## src/rtl/bia_pkg.sv

```systemverilog
// Shared types and codes for the bitmap ID allocator.
// Holds the request and response word structs and the status codes.
// No dependencies.
package bia_pkg;

   localparam int ID_W        = 10;
   localparam int STATUS_W    = 2;
   localparam int RECIP_SHIFT = 24;

   localparam logic REQ_ALLOCATE = 1'b0;
   localparam logic REQ_RELEASE  = 1'b1;

   localparam logic [STATUS_W-1:0] STATUS_ALLOCATED = 2'd0;
   localparam logic [STATUS_W-1:0] STATUS_RELEASED  = 2'd1;
   localparam logic [STATUS_W-1:0] STATUS_NO_FREE   = 2'd2;

   typedef struct packed {
      logic            req_type;
      logic [ID_W-1:0] release_id;
   } req_word_type;

   typedef struct packed {
      logic [ID_W-1:0]     granted_id;
      logic [STATUS_W-1:0] status;
   } rsp_word_type;

endpackage

```

## src/rtl/bia_map_ram.sv

```systemverilog
// Simple dual-port RAM holding the used-ID bitmap, one word per row.
// One write port and one read port with registered read data.
// No dependencies.
module bia_map_ram #(
   parameter int DEPTH = 32,
   parameter int WIDTH = 32,
   parameter int AW    = 5
) (
   input  logic             clock,
   input  logic             wr_en,
   input  logic [AW-1:0]    wr_addr,
   input  logic [WIDTH-1:0] wr_data,
   input  logic             rd_en,
   input  logic [AW-1:0]    rd_addr,
   output logic [WIDTH-1:0] rd_data
);

   logic [WIDTH-1:0] mem [DEPTH];
   logic [WIDTH-1:0] rd_data_ff;

   always_ff @(posedge clock) begin
      if (wr_en) begin
         mem[wr_addr] <= wr_data;
      end
      if (rd_en) begin
         rd_data_ff <= mem[rd_addr];
      end
   end

   assign rd_data = rd_data_ff;

endmodule

```

## src/rtl/bitmap_id_allocator_top.sv

```systemverilog
// Bitmap ID allocator: lowest-free ID allocation and release over a RAM bitmap.
// Depends on bia_pkg and bia_map_ram.
//
// Usage:
//   The request channel (req_valid / req_stall / req_word) takes one word per
//   allocate or release. The response channel (rsp_valid / rsp_stall /
//   rsp_word) returns exactly one word per request, in request order.
//   An allocate reads the first non-full bitmap row, named by a per-row full
//   flag, sets its lowest clear bit and writes the row back. A release reads
//   the named row, clears the bit and writes it back.
//   A request that touches the bitmap RAM answers after the RAM read and then the
//   modify/write state; a full-bitmap allocate or a release beyond capacity
//   answers in the next cycle. A RAM request stalls the channel during its modify
//   state, so the next request waits; others go back to back unless rsp_stall holds.
//   Reset clears the full flags and a fill count of rows ever written; rows at
//   or above the fill count read as zero, so no clearing pass is needed and
//   the block accepts requests in the first cycle after reset.
//   While the receiver stalls a pending response, req_stall stays high and
//   the response word holds.
module bitmap_id_allocator_top
   import bia_pkg::*;
#(
   parameter int NUM_WORDS = 32,
   parameter int WORD_BITS = 32
) (
   input  logic         clock,
   input  logic         reset,
   input  logic         req_valid,
   output logic         req_stall,
   input  req_word_type req_word,
   output logic         rsp_valid,
   input  logic         rsp_stall,
   output rsp_word_type rsp_word
);

   localparam int AW = (NUM_WORDS > 1) ? $clog2(NUM_WORDS) : 1;
   localparam int HW = $clog2(NUM_WORDS + 1);
   localparam int BW = $clog2(WORD_BITS);
   localparam logic [23:0] RECIP = 24'((2**RECIP_SHIFT + WORD_BITS - 1) / WORD_BITS);

   typedef enum logic {
      ST_IDLE,
      ST_READ
   } state_type;

   state_type             state_ff;
   logic                  op_ff;
   logic [ID_W-1:0]       id_ff;
   logic [AW-1:0]         word_ff;
   logic [NUM_WORDS-1:0]  full_ff;
   logic [HW-1:0]         hwm_ff;
   logic                  rsp_valid_ff;
   rsp_word_type          rsp_word_ff;

   logic                  accept;
   logic                  rsp_take;
   logic                  rsp_done;
   logic [NUM_WORDS-1:0]  full_p1;
   logic [NUM_WORDS-1:0]  free_oh;
   logic                  any_free;
   logic [AW-1:0]         free_word;
   logic [33:0]           rel_prod;
   logic [ID_W-1:0]       rel_word;
   logic                  rel_in_range;
   logic                  rd_en;
   logic [AW-1:0]         rd_addr;
   logic [WORD_BITS-1:0]  rd_data;

   logic [WORD_BITS-1:0]  cur_word;
   logic [WORD_BITS-1:0]  cur_p1;
   logic [WORD_BITS-1:0]  zero_oh;
   logic [BW-1:0]         zero_bit;
   logic [WORD_BITS-1:0]  set_word;
   logic [31:0]           row_base;
   logic [31:0]           grant_sum;
   logic [ID_W-1:0]       rel_off;
   logic [BW-1:0]         rel_bit;
   logic [WORD_BITS-1:0]  clr_word;
   logic                  wr_en;
   logic [WORD_BITS-1:0]  wr_data;
   logic                  row_live;

   assign rsp_take  = rsp_valid_ff && !rsp_stall;
   assign req_stall = (state_ff != ST_IDLE) || (rsp_valid_ff && rsp_stall);
   assign accept    = req_valid && !req_stall;

   // A response word is produced by the modify stage or by a request that skips the RAM.
   assign rsp_done  = (state_ff == ST_READ) || (accept && !rd_en);

   // Lowest row whose full flag is clear.
   assign full_p1  = full_ff + 1'b1;
   assign free_oh  = ~full_ff & full_p1;
   assign any_free = ~(&full_ff);

   always_comb begin
      free_word = '0;
      for (int i = 0; i < NUM_WORDS; i++) begin
         if (free_oh[i]) begin
            free_word = free_word | AW'(i);
         end
      end
   end

   // Row of a release ID by reciprocal multiply; exact for all 10-bit IDs.
   assign rel_prod     = 34'(req_word.release_id) * 34'(RECIP);
   assign rel_word     = rel_prod[RECIP_SHIFT +: ID_W];
   assign rel_in_range = 32'(rel_word) < 32'(NUM_WORDS);

   always_comb begin
      if (req_word.req_type == REQ_ALLOCATE) begin
         rd_en   = accept && any_free;
         rd_addr = free_word;
      end else begin
         rd_en   = accept && rel_in_range;
         rd_addr = AW'(32'(rel_word));
      end
   end

   // Modify stage. Rows never written yet read as all free.
   assign row_live = HW'(word_ff) < hwm_ff;
   assign cur_word = row_live ? rd_data : '0;
   assign cur_p1   = cur_word + 1'b1;
   assign zero_oh  = ~cur_word & cur_p1;
   assign set_word = cur_word | zero_oh;

   always_comb begin
      zero_bit = '0;
      for (int i = 0; i < WORD_BITS; i++) begin
         if (zero_oh[i]) begin
            zero_bit = zero_bit | BW'(i);
         end
      end
   end

   assign row_base  = 32'(word_ff) * 32'(WORD_BITS);
   assign grant_sum = row_base + 32'(zero_bit);
   assign rel_off   = id_ff - row_base[ID_W-1:0];
   assign rel_bit   = rel_off[BW-1:0];
   assign clr_word  = cur_word & ~(WORD_BITS'(1) << rel_bit);

   assign wr_en   = (state_ff == ST_READ);
   assign wr_data = (op_ff == REQ_ALLOCATE) ? set_word : clr_word;

   bia_map_ram #(
      .DEPTH (NUM_WORDS),
      .WIDTH (WORD_BITS),
      .AW    (AW)
   ) u_map_ram (
      .clock   (clock),
      .wr_en   (wr_en),
      .wr_addr (word_ff),
      .wr_data (wr_data),
      .rd_en   (rd_en),
      .rd_addr (rd_addr),
      .rd_data (rd_data)
   );

   always_ff @(posedge clock) begin
      if (reset) begin
         state_ff     <= ST_IDLE;
         full_ff      <= '0;
         hwm_ff       <= '0;
         rsp_valid_ff <= 1'b0;
      end else begin
         if (rsp_done) begin
            rsp_valid_ff <= 1'b1;
         end else if (rsp_take) begin
            rsp_valid_ff <= 1'b0;
         end
         case (state_ff)
            ST_IDLE: begin
               if (accept) begin
                  op_ff   <= req_word.req_type;
                  id_ff   <= req_word.release_id;
                  word_ff <= rd_addr;
                  if (rd_en) begin
                     state_ff <= ST_READ;
                  end else begin
                     rsp_word_ff.granted_id <= '0;
                     rsp_word_ff.status     <= (req_word.req_type == REQ_ALLOCATE) ?
                                               STATUS_NO_FREE : STATUS_RELEASED;
                  end
               end
            end
            ST_READ: begin
               state_ff <= ST_IDLE;
               if (op_ff == REQ_ALLOCATE) begin
                  full_ff[word_ff]       <= &set_word;
                  rsp_word_ff.granted_id <= grant_sum[ID_W-1:0];
                  rsp_word_ff.status     <= STATUS_ALLOCATED;
               end else begin
                  full_ff[word_ff]       <= 1'b0;
                  rsp_word_ff.granted_id <= '0;
                  rsp_word_ff.status     <= STATUS_RELEASED;
               end
               if (HW'(word_ff) == hwm_ff) begin
                  hwm_ff <= hwm_ff + 1'b1;
               end
            end
            default: begin
               state_ff <= ST_IDLE;
            end
         endcase
      end
   end

   assign rsp_valid = rsp_valid_ff;
   assign rsp_word  = rsp_word_ff;

   // The fill count never passes the number of rows.
   a_hwm_bound: assert property (@(posedge clock) disable iff (reset)
      32'(hwm_ff) <= 32'(NUM_WORDS))
      else $error("bitmap fill count exceeds the number of rows");

   // The modify stage always returns to idle in the next cycle and leaves a response behind.
   a_read_done: assert property (@(posedge clock) disable iff (reset)
      (state_ff == ST_READ) |=> (state_ff == ST_IDLE) && rsp_valid_ff)
      else $error("modify stage did not complete in one cycle");

   // Only a successful allocate carries a nonzero ID.
   a_grant_zero: assert property (@(posedge clock) disable iff (reset)
      (rsp_valid_ff && (rsp_word_ff.status != STATUS_ALLOCATED)) |->
      (rsp_word_ff.granted_id == '0))
      else $error("nonzero ID on a response that is not an allocation");

   // A response is never overwritten while the receiver stalls it.
   a_rsp_hold: assert property (@(posedge clock) disable iff (reset)
      (rsp_valid_ff && rsp_stall) |=> rsp_valid_ff && $stable(rsp_word_ff))
      else $error("stalled response changed");

endmodule
```

## config.mk

```make
export PLATFORM = sky130hd
export DESIGN_NAME = bitmap_id_allocator_top
export DESIGN_NICKNAME = d
export VERILOG_FILES = /design/src/rtl/bia_pkg.sv /design/src/rtl/bia_map_ram.sv /design/src/rtl/bitmap_id_allocator_top.sv
export SDC_FILE = /design/constraint.sdc
export NUM_CORES = 2
export LEC_CHECK = 0
export ABC_AREA = 1
export BUFFER_PORTS_ARGS = -buffer_cell sky130_fd_sc_hd__buf_2
export CAP_MARGIN = 5
export CORE_UTILIZATION = 40
export DETAILED_ROUTE_END_ITERATION = 8
export PLACE_DENSITY = 0.67
export SETUP_SLACK_MARGIN = 0.02
export SLEW_MARGIN = 30
export SYNTH_ARGS = -nofsm -noshare
export SYNTH_HDL_FRONTEND = slang
export SYNTH_SLANG_ARGS = --single-unit
```

## constraint.sdc

```tcl
create_clock -name clock -period 6.17 [get_ports clock]
set_input_delay 0.617 -clock clock [delete_from_list [all_inputs] [get_ports clock]]
set_output_delay 0.617 -clock clock [all_outputs]
set_load 0.01 [all_outputs]
```

Yosys cells after proc, flatten, opt, wreduce, memory -nomap -nowiden --
Memory sizes are Yosys's and may differ from the RTL's. A register that Yosys moved wholly into a read port is not among the register bits. Cells that the tools add are included.
Storage, ports and cells: flip-flop bits (word level) 63, bits in writable memories 1024, input port bits 15, output and inout bits 14, word-level logic and storage cells 180, memories 1
Memories:
- u_map_ram.mem | depth 32, bits a word 32, read ports 1, clocked after memory_dff 1, wr ports 1, line bia_map_ram.sv:18 | logic [WIDTH-1:0] mem [DEPTH];
Operators by class: $add $sub $neg 5, $lt $le $gt $ge 4, eq/ne operators 4, shifts and indexed selects 1, mux-type cells 123, bitwise gates (word level) 12, reduce and logical (&&, ||, !) cells 21
Operator list (count):
- $mux W32 | 7
- $mux W5 | 43
- $mux W12 | 11
- $and A32 B32 Y32 | 4
- $not A32 Y32 | 4
- $add A32 B1 Y32 const B | 2
- $mux W4 | 16
- $reduce_and A32 Y1 | 2
- $bwmux W32 | 1
- $or A32 B32 Y32 | 1
- $shl A1 B5 Y32 const A | 1
- $mux W6 | 5
- $mux W1 | 24
- $mux W3 | 8
- $pmux W12 S2 | 1
- $lt A5 B6 Y1 const B | 2
- $add A10 B5 Y10 | 1
- $mux W2 | 5
- $ne A4 B4 Y1 const B | 2
- $logic_and A1 B1 Y1 | 7
- $add A6 B1 Y6 const B | 1
- $eq A5 B6 Y1 | 1
- $lt A5 B6 Y1 | 1
- $reduce_and A3 Y1 | 2
- 11 further kinds | 18

Depth between registers and ports, before layout --
word-level depth 41, mapped depth 23, mapped depth without buffers 20

Modules after synthesis --
From an unflattened synthesis, not the netlist that was laid out.
Unflattened totals: cells, all modules 4500, area total of the unflattened synthesis 49055.8 um^2
Modules (own cells, without submodules):
- bia_map_ram | times used 1, cells each 3536, area an instance 42726.0 um^2, seq. area each 31710.4 um^2
- bitmap_id_allocator_top | times used 1, cells each 964, area an instance 6329.8 um^2, seq. area each 1491.4 um^2

Least setup slack after synthesis --
OpenSTA, ideal clock, no wires.
kind register to register, start point register word_ff[3], end point memory u_map_ram.mem[0][20], data pin, setup time 454 ps, arrival time 3157 ps, required time 5716 ps, slack 2559 ps, stages on the path, launching flop included 15, buffers on the path 2, clock period less this slack 3611 ps, cells stage by stage edfxtp_1 > ha_1 > nand2_1 > nand2_1 > a21oi_2 > buf_6 > nand2_1 > buf_2 > nor2_1 > nand2_1 > nor2_1 > nand2_1 > nor2_1 > nor2_1 > o21ai_0
On the way: cells in the longest elaborated chain, start to end 6, elaborated cells between the ends (all ways) 8, classes of those cells add/sub: 1; order compare: 1; mux: 2; bitwise: 4
Ends and longest elaborated chain:
- from (decl) | line bitmap_id_allocator_top.sv:49 | logic [AW-1:0] word_ff;
- from (signal assigned) | line bitmap_id_allocator_top.sv:175 | word_ff <= rd_addr;
- $lt A5 B6 Y1 * | line bitmap_id_allocator_top.sv:120 | assign row_live = HW'(word_ff) < hwm_ff;
- $mux W32 * | line bitmap_id_allocator_top.sv:121 | assign cur_word = row_live ? rd_data : '0;
- $add A32 B1 Y32 or $not A32 Y32 (tied branches) | line bitmap_id_allocator_top.sv:122, bitmap_id_allocator_top.sv:123
- $and A32 B32 Y32 | line bitmap_id_allocator_top.sv:123 | assign zero_oh = ~cur_word & cur_p1;
- $or A32 B32 Y32 | line bitmap_id_allocator_top.sv:124 | assign set_word = cur_word | zero_oh;
- $mux W32 * | line bitmap_id_allocator_top.sv:142 | assign wr_data = (op_ff == REQ_ALLOCATE) ? set_word : clr_word;
- named net u_map_ram.wr_data[20] | line bia_map_ram.sv:12 | input logic [WIDTH-1:0] wr_data,
- to (decl) | line bia_map_ram.sv:18
The timed path passes the listed nets; every way through them passes the cells marked *.

Final worst setup path --
start point register word_ff[4], end point register full_ff[28]
On the way: cells in the longest elaborated chain, start to end 12, elaborated cells between the ends (all ways) 20, classes of those cells add/sub: 1; order compare: 3; mux: 9; bitwise: 5; reduce/logical: 2
Ends and longest elaborated chain:
- $lt A5 B6 Y1 | line bitmap_id_allocator_top.sv:120
- $mux W32 | line bitmap_id_allocator_top.sv:121
- $add A32 B1 Y32 or $not A32 Y32 (tied branches) | line bitmap_id_allocator_top.sv:122, bitmap_id_allocator_top.sv:123
- $and A32 B32 Y32 | line bitmap_id_allocator_top.sv:123
- $or A32 B32 Y32 | line bitmap_id_allocator_top.sv:124
- $reduce_and A32 Y1 | line bitmap_id_allocator_top.sv:188 | full_ff[word_ff] <= &set_word;
- $bwmux W32 | line bitmap_id_allocator_top.sv:188
- $mux W32 * | line bitmap_id_allocator_top.sv:187 | if (op_ff == REQ_ALLOCATE) begin
- $mux W32 * | line bitmap_id_allocator_top.sv:170 | case (state_ff)
- $mux W32 * | line bitmap_id_allocator_top.sv:159 | if (reset) begin
- $mux W32 * | line bitmap_id_allocator_top.sv:170
- $mux W32 * | line bitmap_id_allocator_top.sv:159
- to (signal, indexed assignment) | line bitmap_id_allocator_top.sv:188
- to (decl) | line bitmap_id_allocator_top.sv:50 | logic [NUM_WORDS-1:0] full_ff;
Every way passes the cells marked *; elsewhere a longest branch is shown, timed or not. The select of a mux whose other input is x is not followed. A chain may end at the register's enable or synchronous reset.

==> run metrics <==
CTS tree=built; initial drt markers=5,399; PortBufs=28; TritonRoute pass-1 iters=6; hpwl dp=78,600 microns; clock sinks=1,119; status=finished, final reports clean; WHS Path Cells=1; met2 usage=36.8%; antenna violations before repair=0; antenna viol nets, final=0; post-synth net total=4,430; final hold slack=84.1 ps; die width=351 microns; Crit Path Max Fanout=32; cts bufs inserted=109; setup TNS=0 ps; Static Leak=18.5 nW; hold_buf cts=0; Syn Area/Cell=11.0 sq um; routed len/inst=24.8 microns; total I/O pin count=29; Ys Warns=0; vias post-DR=35,600; crit path launch type=register; FF-to-FF path depth=17; final wirelength=149,000 microns; Clock Path Buffers=3; Layout area overhead=10.8%; Initial Utilization=40.5%; root buffer cell=clkbuf_16; Core Box Area=120,000 sq um; GR Overflow Total=0; post-synthesis sequential area ratio=68.2%; Final Cycle Share=82.5%; Crit path required time=6790 ps; largest net degree at the start of global routing=192; worst-skew pair later-pin latency=720 ps; power per cell area=299 nW/um^2; first-pass GRT wire length=218,000 microns; die area=123,000 sq um; chip height=351 microns; post-CTS sizing=0; synthesis-stage register bit count=1,119; Post-Place Worst Slack=1300 ps; Hold/Removal Path Class=in -> reg; drc violations=0; Final Hold Viols=0; crit end category=register; clk_skew=35.7 ps; met1 Use GR=34.4%; busiest grt layer=met2; Cells after Synth=4,409; Tot GR Track Use=23.9%; critical path class=reg -> reg; Setup Buffers After CTS=0; max-slew violations=0; slew margin rel.=27.4%; measured slew at the worst slew-check pin=1090 ps; vias in the first global route=32,900; global placer's final weighted congestion=0.944; # Max-Cap Violations=0; share of post-route cells with drive strength above 1=8.50%; crit path time final=5090 ps; RSZ-0062 raised after global routing=false; Fmax achieved=197 MHz; Cell variety after synth=43; CTS H-tree depth=3; final net count=4,331; Final Setup Violations=0; met3 Track Usage GR=3.65%; clock transition at the registers of the reported paths=70 ps; Final WS setup=1080 ps; synthesized area=48,700 sq um; Core Rows=127; CP Data Arrival Time=5710 ps; fillers=10,900; vias per inst=5.93; maximum vdd drop=0.000262 V
cell type report:
type | instances | area, sq um | area share (%)
repair buffers | 107 | 1000 | 1.86
multi-input cells | 2853 | 13900 | 25.8
diodes | 1 | 2.50 | 0.00464
clock inverters | 77 | 546 | 1.01
inverters | 120 | 452 | 0.838
clock buffers | 123 | 2780 | 5.16
well taps | 1612 | 2020 | 3.74
flip-flops and latches | 1119 | 33200 | 61.6
metal layers:
metal	up-vias	wire length, microns
met5	-	0
met4	0	4740
met3	238	14300
met2	1963	68200
met1	17700	61500
li1	15800	-
layout by cell type, fill, tap and decap left out, drive strengths merged, types with 33 or more instances in the layout:
| cell | netlist | final |
|---|---|---|
| nand3 | 1561 | 1561 |
| buf | 204 | 107 |
| nor3 | 33 | 33 |
| clkbuf | 113 | 123 |
| o21ai | 92 | 92 |
| clkinv | 2 | 66 |
| edfxtp | 1079 | 1079 |
| inv | 118 | 121 |
| nor2 | 204 | 204 |
| nand2 | 791 | 791 |
| a21oi | 78 | 78 |
| dfxtp | 40 | 40 |
| nand4 | 62 | 62 |
kinds of logic after synthesis:
logic type	count (synthesis)	synth area share (%)
and+or+nand+nor	2665	25.4
buffers and inverters	437	4.29
adders and majority gates	6	0.154
DFF	1119	68.2
AOI/OAI and AO/OA	182	1.94
cells in the mapped netlist:
cell type / count / area, sq um
buf_1: 17 / 63.8
nor3_1: 31 / 155
nand3_1: 1553 / 7770
nand2_2: 7 / 43.8
nor2_2: 13 / 81.3
inv_2: 4 / 15.0
o21bai_1: 3 / 22.5
a21oi_2: 1 / 8.76
buf_4: 43 / 323
inv_1: 114 / 428
ha_1: 6 / 75.1
nand2_1: 783 / 2940
or2_2: 1 / 6.26
nand3b_1: 5 / 37.5
nor4_1: 2 / 12.5
nand3_2: 7 / 70.1
nand4_1: 61 / 382
and3_1: 1 / 6.26
o22ai_1: 1 / 6.26
buf_6: 17 / 191
nor3_2: 2 / 20.0
o221ai_1: 1 / 8.76
edfxtp_1: 1079 / 32400
and2_1: 1 / 6.26
nor4_2: 1 / 12.5
nand4_2: 1 / 12.5
buf_2: 127 / 636
nor3b_1: 3 / 22.5
a21oi_1: 77 / 385
o211ai_1: 1 / 7.51
a31oi_1: 2 / 12.5
o31ai_1: 2 / 15.0
nor2_1: 185 / 694
nor2_4: 6 / 67.6
a22oi_1: 1 / 7.51
dfxtp_1: 40 / 801
o21ai_0: 84 / 420
clkinv_1: 2 / 7.51
nand3_4: 1 / 17.5
nand2_4: 1 / 11.3
o21ai_1: 8 / 40.0
o21a_1: 1 / 7.51
clkbuf_1: 113 / 424
state kept, by name, indices dropped and copies added, names as in the netlist:
register	cells
id_ff	5
hwm_ff	6
rsp_valid	1
rsp_word	12
state_ff	1
full_ff	32
u_map_ram.mem	1024
u_map_ram.rd_data	32
word_ff	5
op_ff	1
where the power goes:
| part | leakage, nW | switching, W | internal (W) |
|---|---|---|---|
| Sequential | 10.2 | 0.0000663 | 0.00849 |
| Clock | 1.62 | 0.00289 | 0.00341 |
| Combinational | 6.70 | 0.000968 | 0.000301 |
| Total | 18.5 | 0.00392 | 0.0122 |
critical path, stage by stage, from the launching register on:
cell and delay (ps):
edfxtp_1 500, ha_1 340, nand2_1 80, nor2_1 70, nand2_2 530, inv_2 60, nor2_2 630, buf_4 390
nand3_1 160, nor2_1 270, nand2_1 170, nor2_1 200, nor2_1 130, nor2_1 150, nand2_1 110, nor2_4 710
nand4_1 230, a21oi_1 210
stage by stage:
step                      cells  area [sq um]  utilization, %  total power [W]
after CTS                  6010         53900            44.8           0.0162
after detailed placement   5810         50500            42.0          0.00997
after floorplan            4409         48700               -          0.00952
after global routing       6011         53900            44.8           0.0165
after global placement     5807         50300            41.9          0.00994
final                      6012         53900            44.8           0.0161
worst paths after layout:
path	from	endpoint	slack, ps
max	word_ff[4]	full_ff[28]	1080
min	req_word[2]	id_ff[2]	80
max reg2reg	word_ff[4]	full_ff[28]	1080
min reg2reg	hwm_ff[3]	hwm_ff[4]	450
Power figures use the tool's default switching activity.
